File: src/rtl/phc_pkg.sv
// phc_pkg: types, register indexes and helpers for the packer handshake controller
// depends on nothing; used by phc_release and packer_handshake_controller
package phc_pkg;

	typedef enum logic [2:0] {
		REG_HANDSHAKE_ENABLE = 3'd0,
		REG_REQUEST_TRIGGER  = 3'd1,
		REG_OUTPUT_POLARITY  = 3'd2,
		REG_ASYNC_REQUEST    = 3'd3,
		REG_WEIGHER_INIT     = 3'd4,
		REG_FEEDS_PER_REQ    = 3'd5,
		REG_RELEASE_DELAY    = 3'd6,
		REG_PULSE_WIDTH      = 3'd7
	} reg_index_t;

	localparam logic [1:0] TRIG_LOW  = 2'd0;
	localparam logic [1:0] TRIG_RISE = 2'd1;
	localparam logic [1:0] TRIG_FALL = 2'd2;
	localparam logic [1:0] TRIG_HIGH = 2'd3;

	localparam logic [1:0] PEND_RISE = 2'b10;
	localparam logic [1:0] PEND_FALL = 2'b01;
	localparam logic [1:0] PEND_BOTH = 2'b11;

	localparam logic [7:0] MIN_PULSE = 8'd5;

	typedef struct packed {
		logic       handshake_enable;
		logic [1:0] request_trigger;
		logic [1:0] output_polarity;
		logic       async_request;
		logic       weigher_initiates;
		logic [3:0] feeds_per_request;
		logic [4:0] release_delay;
		logic [7:0] pulse_width;
	} cfg_t;

	// release sequencer status for the current tick
	typedef struct packed {
		logic idle_svc;
		logic busy;
		logic pulse_on;
		logic done;
	} rel_status_t;

	function automatic logic [7:0] eff_width(input logic [7:0] w);
		return (w < MIN_PULSE) ? MIN_PULSE : w;
	endfunction

endpackage

File: src/rtl/phc_release.sv
// phc_release: release sequencer, optional delay then feed-done pulse
// depends on phc_pkg
module phc_release #(
	parameter int DELAY_UNIT_TICKS = 20,
	parameter int DW = 10
) (
	input  logic                      clk,
	input  logic                      arst_n,
	input  phc_pkg::cfg_t             cfg,
	input  logic                      tick,
	input  logic                      start_req,
	output phc_pkg::rel_status_t      status
);
	import phc_pkg::*;

	typedef enum logic [2:0] {
		PH_IDLE  = 3'b001,
		PH_DELAY = 3'b010,
		PH_PULSE = 3'b100
	} phase_t;

	phase_t        phase_q, ph_svc, ph_n;
	logic [DW-1:0] dt_q, dt_svc, dt_n, dt_dec;
	logic [7:0]    ft_q, ft_svc, ft_n, ft_dec, eff_w;
	logic          start, done;

	always_comb begin
		eff_w  = eff_width(cfg.pulse_width);
		ph_svc = phase_q;
		dt_svc = dt_q;
		ft_svc = ft_q;
		done   = 1'b0;
		dt_dec = (dt_q != '0) ? dt_q - 1'b1 : dt_q;
		ft_dec = (ft_q != '0) ? ft_q - 1'b1 : ft_q;
		case (phase_q)
			PH_IDLE: begin
			end
			PH_DELAY: begin
				dt_svc = dt_dec;
				if (dt_dec == '0) begin
					ft_svc = eff_w;
					ph_svc = PH_PULSE;
				end
			end
			PH_PULSE: begin
				ft_svc = ft_dec;
				if (ft_dec == '0) begin
					ph_svc = PH_IDLE;
					done   = 1'b1;
				end
			end
			default: ph_svc = PH_IDLE;
		endcase

		start = start_req && (ph_svc == PH_IDLE);
		ph_n  = ph_svc;
		dt_n  = dt_svc;
		ft_n  = ft_svc;
		if (start) begin
			if (cfg.release_delay != '0) begin
				dt_n = DW'(cfg.release_delay) * DW'(DELAY_UNIT_TICKS);
				ph_n = PH_DELAY;
			end else begin
				ft_n = eff_w;
				ph_n = PH_PULSE;
			end
		end

		status.idle_svc = (ph_svc == PH_IDLE);
		status.busy     = (ph_n != PH_IDLE);
		status.pulse_on = (ph_n == PH_PULSE) && (ft_n != '0);
		status.done     = done;
	end

	always_ff @(posedge clk or negedge arst_n) begin
		if (!arst_n) begin
			phase_q <= PH_IDLE;
			dt_q    <= '0;
			ft_q    <= '0;
		end else if (tick) begin
			phase_q <= ph_n;
			dt_q    <= dt_n;
			ft_q    <= ft_n;
		end
	end

	a_pulse_timer_live: assert property (@(posedge clk) disable iff (!arst_n)
		(phase_q == PH_PULSE) |-> (ft_q != '0))
		else $error("feed-done pulse phase with expired timer");

	a_delay_timer_live: assert property (@(posedge clk) disable iff (!arst_n)
		(phase_q == PH_DELAY) |-> (dt_q != '0))
		else $error("delay phase with expired timer");

	a_start_leaves_idle: assert property (@(posedge clk) disable iff (!arst_n)
		(tick && start) |=> (phase_q != PH_IDLE))
		else $error("release start did not leave idle");

endmodule

File: src/rtl/packer_handshake_controller.sv
// packer_handshake_controller: top level, config registers, edge and feed logic
// depends on phc_pkg and phc_release
// Each input transfer is one 10 ms tick and yields one result transfer. A tick
// is worked out in combinational logic between the state registers and the
// result register, so one transfer is taken every clock cycle and its result is
// offered on the cycle after it; the input stalls only while the result register
// is full and not being taken.
module packer_handshake_controller #(
	parameter int DEBOUNCE_TICKS   = 15,
	parameter int DELAY_UNIT_TICKS = 20
) (
	input  logic       clk,
	input  logic       arst_n,
	input  logic       cfg_wen,
	input  logic [2:0] cfg_addr,
	input  logic [7:0] cfg_wdata,
	input  logic       s_axis_tvalid,
	output logic       s_axis_tready,
	input  logic [7:0] s_axis_tdata,  // request_level, combination_ready, release_strobe
	output logic       m_axis_tvalid,
	input  logic       m_axis_tready,
	output logic [7:0] m_axis_tdata   // ready_pin, feed_done_pin, packer_free,
	                                  // release_busy, release_complete
);
	import phc_pkg::*;

	localparam int HW = $clog2(DEBOUNCE_TICKS + 1);
	localparam int DW = $clog2(31 * DELAY_UNIT_TICKS + 1);

	cfg_t        cfg_q;
	rel_status_t rel_st;

	logic          last_level_q, wready_q, multi_q;
	logic [1:0]    pend_q, pend_n;
	logic [3:0]    fc_q, fc_n, fc_edge, fc_inc;
	logic [HW-1:0] hold_q, hold_n;
	logic [7:0]    rt_q, rt_n;
	logic          wready_n, multi_n;

	logic          level, comb, rel, tick, rel_taken, last_feed, ready, held, complete;
	logic          out_valid_q;
	logic [4:0]    out_q, result;

	assign level = s_axis_tdata[0];
	assign comb  = s_axis_tdata[1];
	assign rel   = s_axis_tdata[2];

	assign s_axis_tready = !out_valid_q || m_axis_tready;
	assign tick          = s_axis_tvalid && s_axis_tready;

	always_ff @(posedge clk or negedge arst_n) begin
		if (!arst_n) begin
			cfg_q.handshake_enable  <= 1'b0;
			cfg_q.request_trigger   <= TRIG_LOW;
			cfg_q.output_polarity   <= 2'd0;
			cfg_q.async_request     <= 1'b0;
			cfg_q.weigher_initiates <= 1'b0;
			cfg_q.feeds_per_request <= 4'd1;
			cfg_q.release_delay     <= 5'd0;
			cfg_q.pulse_width       <= MIN_PULSE;
		end else if (cfg_wen) begin
			case (reg_index_t'(cfg_addr))
				REG_HANDSHAKE_ENABLE: cfg_q.handshake_enable  <= cfg_wdata[0];
				REG_REQUEST_TRIGGER:  cfg_q.request_trigger   <= cfg_wdata[1:0];
				REG_OUTPUT_POLARITY:  cfg_q.output_polarity   <= cfg_wdata[1:0];
				REG_ASYNC_REQUEST:    cfg_q.async_request     <= cfg_wdata[0];
				REG_WEIGHER_INIT:     cfg_q.weigher_initiates <= cfg_wdata[0];
				REG_FEEDS_PER_REQ:    cfg_q.feeds_per_request <= cfg_wdata[3:0];
				REG_RELEASE_DELAY:    cfg_q.release_delay     <= cfg_wdata[4:0];
				REG_PULSE_WIDTH:      cfg_q.pulse_width       <= cfg_wdata[7:0];
				default: begin
				end
			endcase
		end
	end

	always_comb begin
		rt_n     = (rt_q != '0) ? rt_q - 1'b1 : rt_q;
		pend_n   = pend_q;
		fc_edge  = fc_q;
		hold_n   = hold_q;
		wready_n = wready_q;
		multi_n  = multi_q;

		// edge detection on the request pin
		if (level != last_level_q) begin
			hold_n = '0;
			if (cfg_q.handshake_enable) begin
				if (cfg_q.async_request || wready_q) begin
					pend_n = pend_q | (level ? PEND_RISE : PEND_FALL);
				end else begin
					pend_n = 2'b00;
				end
				fc_edge = 4'd0;
			end
		end else if (hold_q < HW'(DEBOUNCE_TICKS)) begin
			hold_n = hold_q + 1'b1;
		end

		if (comb) begin
			rt_n     = eff_width(cfg_q.pulse_width);
			wready_n = 1'b1;
		end

		// release strobe: count feeds
		fc_inc    = fc_edge + 4'd1;
		last_feed = !(fc_inc < cfg_q.feeds_per_request);
		rel_taken = rel && rel_st.idle_svc;
		fc_n      = fc_edge;
		complete  = rel_st.done;
		if (rel_taken) begin
			wready_n = 1'b0;
			if (!last_feed) begin
				pend_n   = PEND_BOTH;
				multi_n  = 1'b1;
				fc_n     = fc_inc;
				complete = 1'b1;
			end else begin
				pend_n  = 2'b00;
				multi_n = 1'b0;
				fc_n    = 4'd0;
			end
		end

		held = (hold_n >= HW'(DEBOUNCE_TICKS));
		if (!cfg_q.handshake_enable || multi_n) begin
			ready = 1'b1;
		end else begin
			case (cfg_q.request_trigger)
				TRIG_LOW:  ready = !level && (pend_n[0] || held);
				TRIG_RISE: ready = pend_n[1];
				TRIG_FALL: ready = pend_n[0];
				TRIG_HIGH: ready = level && (pend_n[1] || held);
				default:   ready = 1'b0;
			endcase
		end

		result[0] = ((rt_n != '0) == cfg_q.output_polarity[1]);
		result[1] = (rel_st.pulse_on == cfg_q.output_polarity[1]);
		result[2] = ready;
		result[3] = rel_st.busy;
		result[4] = complete;
	end

	phc_release #(
		.DELAY_UNIT_TICKS(DELAY_UNIT_TICKS),
		.DW(DW)
	) u_release (
		.clk      (clk),
		.arst_n   (arst_n),
		.cfg      (cfg_q),
		.tick     (tick),
		.start_req(tick && rel && last_feed),
		.status   (rel_st)
	);

	always_ff @(posedge clk or negedge arst_n) begin
		if (!arst_n) begin
			last_level_q <= 1'b0;
			pend_q       <= 2'b00;
			wready_q     <= 1'b0;
			multi_q      <= 1'b0;
			fc_q         <= 4'd0;
			hold_q       <= '0;
			rt_q         <= '0;
		end else begin
			if (cfg_wen && (reg_index_t'(cfg_addr) == REG_WEIGHER_INIT) && cfg_wdata[0]) begin
				pend_q <= PEND_BOTH;
			end else if (tick) begin
				pend_q <= pend_n;
			end
			if (tick) begin
				last_level_q <= level;
				wready_q     <= wready_n;
				multi_q      <= multi_n;
				fc_q         <= fc_n;
				hold_q       <= hold_n;
				rt_q         <= rt_n;
			end
		end
	end

	always_ff @(posedge clk or negedge arst_n) begin
		if (!arst_n) begin
			out_valid_q <= 1'b0;
		end else if (tick) begin
			out_valid_q <= 1'b1;
		end else if (m_axis_tready) begin
			out_valid_q <= 1'b0;
		end
	end

	always_ff @(posedge clk) begin
		if (tick) begin
			out_q <= result;
		end
	end

	assign m_axis_tvalid = out_valid_q;
	assign m_axis_tdata  = {3'b000, out_q};

	a_hold_bounded: assert property (@(posedge clk) disable iff (!arst_n)
		hold_q <= HW'(DEBOUNCE_TICKS))
		else $error("hold counter past debounce limit");

	a_result_held: assert property (@(posedge clk) disable iff (!arst_n)
		(m_axis_tvalid && !m_axis_tready) |=> (m_axis_tvalid && $stable(m_axis_tdata)))
		else $error("stalled result transfer changed or dropped");

	a_empty_accepts: assert property (@(posedge clk) disable iff (!arst_n)
		!m_axis_tvalid |-> s_axis_tready)
		else $error("input stalled with empty result register");

endmodule

File: config.mk
export PLATFORM = sky130hd
export DESIGN_NAME = packer_handshake_controller
export DESIGN_NICKNAME = d
export VERILOG_FILES = /design/src/rtl/phc_pkg.sv /design/src/rtl/phc_release.sv /design/src/rtl/packer_handshake_controller.sv
export SDC_FILE = /design/constraint.sdc
export NUM_CORES = 1
export LEC_CHECK = 0
export ABC_CLOCK_PERIOD_IN_PS = 3040
export BUFFER_PORTS_ARGS = -buffer_cell sky130_fd_sc_hd__buf_2
export CORE_MARGIN = 2
export CORE_UTILIZATION = 40
export DETAILED_ROUTE_END_ITERATION = 7
export HOLD_SLACK_MARGIN = 0.02
export PLACE_DENSITY = 0.59
export SKIP_LAST_GASP = 1
export SLEW_MARGIN = 30
export SYNTH_ARGS = -nofsm -noshare
export SYNTH_HDL_FRONTEND = slang
export SYNTH_HIERARCHICAL = 1
export SYNTH_SLANG_ARGS = --single-unit
File: constraint.sdc
create_clock -name clk -period 3.04 [get_ports clk]
set_input_delay 0.152 -clock clk [delete_from_list [all_inputs] [get_ports clk]]
set_output_delay 0.152 -clock clk [all_outputs]
set_load 0.01 [all_outputs]
==> results.py, run 1 <==
metrics = {
    "power": {
        "pwr-share-clk_pct": 27.5,
        "netSwitchingPower_w": 0.00147,
        "ir_drop_v": 0.000417,
        "pwr_density_cell_mw_per_mm2": 735,
        "switching_share_pct": 36.0,
        "comb_power_share_pct": 34.9,
        "leakage_nw": 2.24,
        "p_int_w": 0.00260,
        "pwr-share-seq_pct": 37.6,
    },
    "synth": {
        "syn_inst": 500,
        "yosysWarnings": 6,
        "synth_area_per_cell_um2": 9.25,
        "synthesis.area_mm2": 0.00462,
    },
    "clocking": {
        "root_buffer": "clkbuf_16",
        "clk_pin_slew_worst_paths_ps": 60,
        "cts_buffer_depth": 2,
        "htreeDepth": 3,
        "cts_inserted_buffers": 9,
        "cts_sinks": 70,
        "cts_tree": "built",
        "insertion_delay_ps": 330,
    },
    "finish": {
        "nNetsFinal": 601,
        "syn_to_final_growth_pct": 19.7,
        "diodes": 0,
        "drive_gt1_share_pct": 25.4,
        "final-seq-area_mm2": 0.00178,
        "fin_cells": 709,
        "fillers": 1062,
        "fin_area_mm2": 0.00553,
        "multi_input_area_mm2": 0.00271,
    },
    "place": {
        "dpl.hpwl_mm": 9.22,
        "gp_congestion": 0.860,
        "dp.cells": 690,
        "numPortBuffers": 25,
        "placed_cell_area_mm2": 0.00513,
    },
    "setup_path": {
        "cp_cell_sequence": "xor2_2 -> nand2_2 -> and2_4 -> ha_2 -> ha_1 -> o211ai_1 -> o21ai_1 -> and3_4 -> nand2_4 -> nor2_1 -> or3_4 -> xnor2_1",
        "r2r_slack_ps": 160,
        "critical_path_class": "flip-flop to flip-flop",
        "worst_setup_path_end_kind": "flip-flop",
        "max_stage_delay_ps": 400,
        "critPathBufInv": 0,
        "crit_slowest_cell": "dfrtp_1",
        "path_max_fanout": 4,
        "cp-startpoint": "last_level_q",
        "cp.depth": 12,
        "r2r-end": "out_q[1]",
        "required_ps": 3110,
        "r2r_start": "last_level_q",
        "start_kind": "flip-flop",
        "rr_worst_depth": 12,
        "cp_data_arrival_time_ps": 2950,
        "crit_family": "simple AND/OR/NAND/NOR gates",
        "critPathCapture": "out_q[1]",
    },
    "detailed_routing": {
        "wl_mm": 12.3,
        "num_vias": 4121,
        "dr.first_iter.drc_count": 261,
        "drt_first_pass_iters": 5,
        "drc": 0,
        "wire_per_inst_um": 17.3,
        "via_per_inst": 5.81,
        "antenna_left": 0,
    },
    "die": {
        "coreArea_mm2": 0.0114,
        "ioPinCount": 34,
        "start_util_pct": 40.7,
        "rows": 39,
        "die-area_mm2": 0.0124,
        "die_x_um": 112,
        "die_h_um": 112,
    },
    "sta": {
        "timing.fmax_ghz": 0.348,
        "worst_pin_slew_ps": 779,
        "setup-violations-final": 0,
        "timing.final.crit_share_pct": 94.6,
        "slew_headroom_pct": 48.1,
        "period_needed_ps": 2880,
        "hold_violations": 0,
        "skew_ps": 6.37,
        "slew_viol_final": 0,
    },
    "status": {
        "status": "finished clean",
    },
    "flow_run": {
        "cap_violations": 0,
    },
    "global_route": {
        "grt_pass1_vias": 4144,
        "grt_max_degree": 36,
        "grt_pass1_wl_mm": 20.6,
        "overflow": 0,
        "antenna_found_initial": 0,
        "grtUsageTotal_pct": 20.3,
    },
    "hold_path": {
        "whs_path_depth": 2,
        "hold_path.class": "input pin to flip-flop",
    },
}
[through the flow]
step	total power (W)	setup slack, ps	hold slack (ps)	utilization, %	setup TNS [ps]
floorplan	0.00241	46.3	-144	-	0
global placement	0.00285	43.7	265	45.1	0
detailed placement	0.00289	-48.1	278	45.1	-90.1
CTS	0.00403	9.66	22.1	48.1	0
global route	0.00435	-10.9	34.9	48.7	-10.9
finish	0.00407	164	32.2	48.7	0
[flip-flops by register name, summed over array words and instances (netlist names)]
signal / flops
cfg_q: 22
fc_q: 4
hold_q: 4
last_level_q: 1
m_axis_tvalid: 1
multi_q: 1
out_q: 5
pend_q: 2
rt_q: 8
u_release/dt_q: 10
u_release/ft_q: 8
u_release/phase_q: 3
wready_q: 1
[area by class of cell]
| class | instances | share of cell area, % |
|---|---|---|
| Sequential cell | 70 | 32.2 |
| Timing Repair Buffer | 69 | 8.27 |
| Inverter | 23 | 1.56 |
| Tap cell | 143 | 3.23 |
| Clock inverter | 5 | 1.49 |
| Clock buffer | 11 | 4.21 |
| Multi-Input combinational cell | 388 | 49.0 |
[cells in the final DEF, fill, tap and decap left out, types with 7 or more instances in the layout]
| cell type | count |
|---|---|
| ha_1 | 14 |
| xnor2_1 | 8 |
| nor3_1 | 18 |
| buf_2 | 25 |
| dfrtp_1 | 60 |
| mux2_2 | 24 |
| nor4_1 | 8 |
| or3_1 | 9 |
| a21oi_1 | 19 |
| nand3_1 | 23 |
| o21ai_0 | 32 |
| buf_4 | 43 |
| nand2_1 | 48 |
| nor2_1 | 30 |
| o21ai_1 | 7 |
| inv_1 | 20 |
| clkbuf_16 | 9 |
| a221o_1 | 9 |
[power groups by stage]
stage | Combinational [W] | Clock (W) | Sequential [W]
2_1_floorplan | 0.000995 | 0 | 0.00142
6_report | 0.00142 | 0.00112 | 0.00153
3_3_place_gp | 0.00133 | 0 | 0.00152
3_5_place_dp | 0.00136 | 0 | 0.00153
4_1_cts | 0.00138 | 0.00114 | 0.00151
5_1_grt | 0.00159 | 0.00119 | 0.00157
[what timing repair did]
action,CTS,global route
setup buffers,1,2
setup endpoints to repair,5,25
resized for setup,1,20
hold buffers,1,0
endpoints found under the hold margin,31,0
cloned,0,0
pin swaps,2,8
[worst min-delay path by stage]
stage                             start            end
after floorplan                  arst_n      cfg_q[10]
after CTS                 s_axis_tvalid  m_axis_tvalid
after global routing      s_axis_tvalid  m_axis_tvalid
final                     s_axis_tvalid  m_axis_tvalid
after detailed placement         arst_n        rt_q[1]
after global placement           arst_n        rt_q[7]
[layer usage]
layer | GRT usage, % | vias up | wire [um]
li1 | - | 1999 | -
met1 | 26.2 | 2014 | 5440
met2 | 35.7 | 94 | 6220
met3 | 3.05 | 14 | 492
met4 | 5.60 | 0 | 123
met5 | 0 | - | 0
Note: power is estimated with default switching activity, not from simulation.
==> run 2, diff against run 1 <==
--- a/config.mk
+++ b/config.mk
@@ -5,6 +5,7 @@
 export SDC_FILE = /design/constraint.sdc
 export NUM_CORES = 1
 export LEC_CHECK = 0
+export ABC_AREA = 1
 export ABC_CLOCK_PERIOD_IN_PS = 3040
 export BUFFER_PORTS_ARGS = -buffer_cell sky130_fd_sc_hd__buf_2
 export CORE_MARGIN = 2
@@ -18,3 +19,4 @@
 export SYNTH_HDL_FRONTEND = slang
 export SYNTH_HIERARCHICAL = 1
 export SYNTH_SLANG_ARGS = --single-unit
+export TNS_END_PERCENT = 10
==> run 2 against run 1 <==
Net effect: hold slack gained 5.3 ps; synthesized cell count grew 39%; critical path depth grew 2; cell count rose by 24%; clock power shrank 11%; sequential share of layout area rose by 0.62 points; utilization is 3.1 points lower; sequential power about the same; largest cell class unchanged; total power increased by 14%; highest routed layer unchanged; register-to-register slack gained 30 ps; via count is 8.5% higher; flip-flop and latch count is the same; largest power group is now combinational cells.
==> results.py, run 2 <==
metrics = {
    "status": {
        "status": "finished clean",
    },
    "power": {
        "comb_power_share_pct": 45.8,
        "netSwitchingPower_w": 0.00201,
        "p_int_w": 0.00264,
        "finalPower_w": 0.00466,
        "pwr-share-clk_pct": 21.5,
        "ir_drop_v": 0.000319,
        "pwr-share-seq_pct": 32.7,
        "switching_share_pct": 43.2,
        "pwr_density_cell_mw_per_mm2": 858,
        "leakage_nw": 2.73,
    },
    "sta": {
        "fin_ws_ps": 195,
        "timing.fmax_ghz": 0.351,
        "setup_tns_ps": 0,
        "rsz0062_at_grt": "yes",
        "hold_violations": 0,
        "timing.final.crit_share_pct": 93.6,
        "slew_viol_final": 0,
        "period_needed_ps": 2850,
        "worst_pin_slew_ps": 583,
        "setup-violations-final": 0,
        "slew_headroom_pct": 61.2,
        "skew_ps": 6.63,
    },
    "setup_path": {
        "critPathCapture": "u_release/ft_q[5]",
        "r2r-end": "u_release/ft_q[5]",
        "r2r_start": "u_release/dt_q[0]",
        "start_kind": "flip-flop",
        "required_ps": 3310,
        "cp_data_arrival_time_ps": 3110,
        "r2r_slack_ps": 190,
        "cp-startpoint": "u_release/dt_q[0]",
        "critical_path_class": "flip-flop to flip-flop",
        "rr_worst_depth": 14,
        "worst_setup_path_end_kind": "flip-flop",
        "path_max_fanout": 11,
    },
    "finish": {
        "final_common_cell": "nand2_1",
        "diodes": 0,
        "fin_area_mm2": 0.00543,
        "syn_to_final_growth_pct": 12.4,
        "reg.largest.list": "cfg_q x22, u_release/dt_q x10",
        "largest_reg_flops": 22,
        "nNetsFinal": 766,
        "final-seq-area_mm2": 0.00178,
        "fin_cells": 878,
        "fillers": 1224,
        "multi_input_area_mm2": 0.00265,
        "top_register": "cfg_q",
        "drive_gt1_share_pct": 12.3,
        "most-common-layout-cells": "nand2_1 (227), inv_1 (77), nor2_1 (63)",
    },
    "global_route": {
        "overflow": 0,
        "grt_pass1_vias": 4334,
        "grt_max_degree": 35,
        "antenna_found_initial": 0,
        "grtUsageTotal_pct": 18.8,
        "grt_pass1_wl_mm": 19.6,
    },
    "flow_run": {
        "cap_violations": 0,
    },
    "clocking": {
        "insertion_delay_ps": 330,
        "cts_sinks": 70,
        "cts_buffer_depth": 2,
        "clk_pin_slew_worst_paths_ps": 60,
        "cts_inserted_buffers": 9,
        "post_cts_buffers": 0,
        "root_buffer": "clkbuf_16",
        "htreeDepth": 3,
        "cts_tree": "built",
    },
    "synth": {
        "synthesis.area_mm2": 0.00483,
        "synth_area_per_cell_um2": 6.96,
        "yosysWarnings": 6,
        "syn_inst": 694,
    },
    "detailed_routing": {
        "via_per_inst": 5.09,
        "drc": 0,
        "dr.first_iter.drc_count": 215,
        "dr_wl_met3_um": 259,
        "wl_met2_mm": 5.60,
        "wire_per_inst_um": 12.9,
        "antenna_left": 0,
        "top_layer": "met4",
        "wl_mm": 11.3,
        "met1_length_mm": 5.25,
        "num_vias": 4472,
        "drt_first_pass_iters": 5,
    },
    "place": {
        "gp_congestion": 0.862,
        "numPortBuffers": 25,
        "place_ws_ps": 223,
        "dp.cells": 861,
        "dpl.hpwl_mm": 8.76,
        "placed_cell_area_mm2": 0.00512,
    },
    "die": {
        "die_x_um": 114,
        "coreArea_mm2": 0.0119,
        "die_h_um": 114,
        "die-area_mm2": 0.0130,
        "start_util_pct": 40.5,
        "rows": 40,
        "ioPinCount": 34,
    },
    "hold_path": {
        "worstHoldStart": "cfg_wdata[6]",
        "hold_path.class": "input pin to flip-flop",
    },
}
[run 2: stage by stage]
stage                     utilization [%]  hold WS [ps]
final                                45.5          37.5
after global routing                 45.5          33.1
after CTS                            45.5          29.3
after detailed placement             43.0           181
after global placement               43.0           176
after floorplan                         -          -144
[run 2: layout make-up]
cell class	count	area share (%)
multi-input combinational	527	48.8
sequential	70	32.8
inverter	81	5.65
clock buffer	13	5.00
timing repair buffer	37	4.01
tap	147	3.39
clock inverter	3	0.323
[run 2: what timing repair did]
| item | CTS | global route |
|---|---|---|
| hold buffers | 1 | 0 |
| gates resized for setup | 0 | 1 |
| setup endpoints to repair | 0 | 2 |
| hold endpoints to repair | 21 | 0 |
[run 2: critical path, stage by stage (launching register included)]
cell and delay [ps]:
dfrtp_1 390, inv_1 150, ha_1 250, nand2_1 70
nor2_1 190, nand3_1 380, o21ai_0 260, nand2_1 140
a21oi_1 140, nand3_1 110, nor2_1 360, a21oi_1 130
nand3_1 90, nand3_1 60, nand2_1 70
[run 2: power groups by stage]
stage / clock network, W / registers, W / logic (W)
2_1_floorplan: 0 / 0.00146 / 0.00170
3_3_place_gp: 0 / 0.00153 / 0.00208
3_5_place_dp: 0 / 0.00154 / 0.00213
4_1_cts: 0.00103 / 0.00152 / 0.00214
5_1_grt: 0.00107 / 0.00157 / 0.00247
6_report: 0.00100 / 0.00152 / 0.00213
[run 2: worst min path at each step]
stage | cells past startpoint | slack, ps | endpoint
floorplan | 0 | -140 | cfg_q[10]
global placement | 1 | 180 | u_release/dt_q[1]
detailed placement | 1 | 180 | u_release/dt_q[1]
CTS | 3 | 30 | cfg_q[6]
global route | 3 | 30 | cfg_q[6]
finish | 3 | 40 | cfg_q[6]
[run 2: per-layer routing]
| metal | track usage, % | vias to the layer above |
|---|---|---|
| li1 | - | 2300 |
| met1 | 23.2 | 2086 |
| met2 | 33.4 | 68 |
| met3 | 2.34 | 18 |
| met4 | 7.32 | 0 |
| met5 | 0 | - |
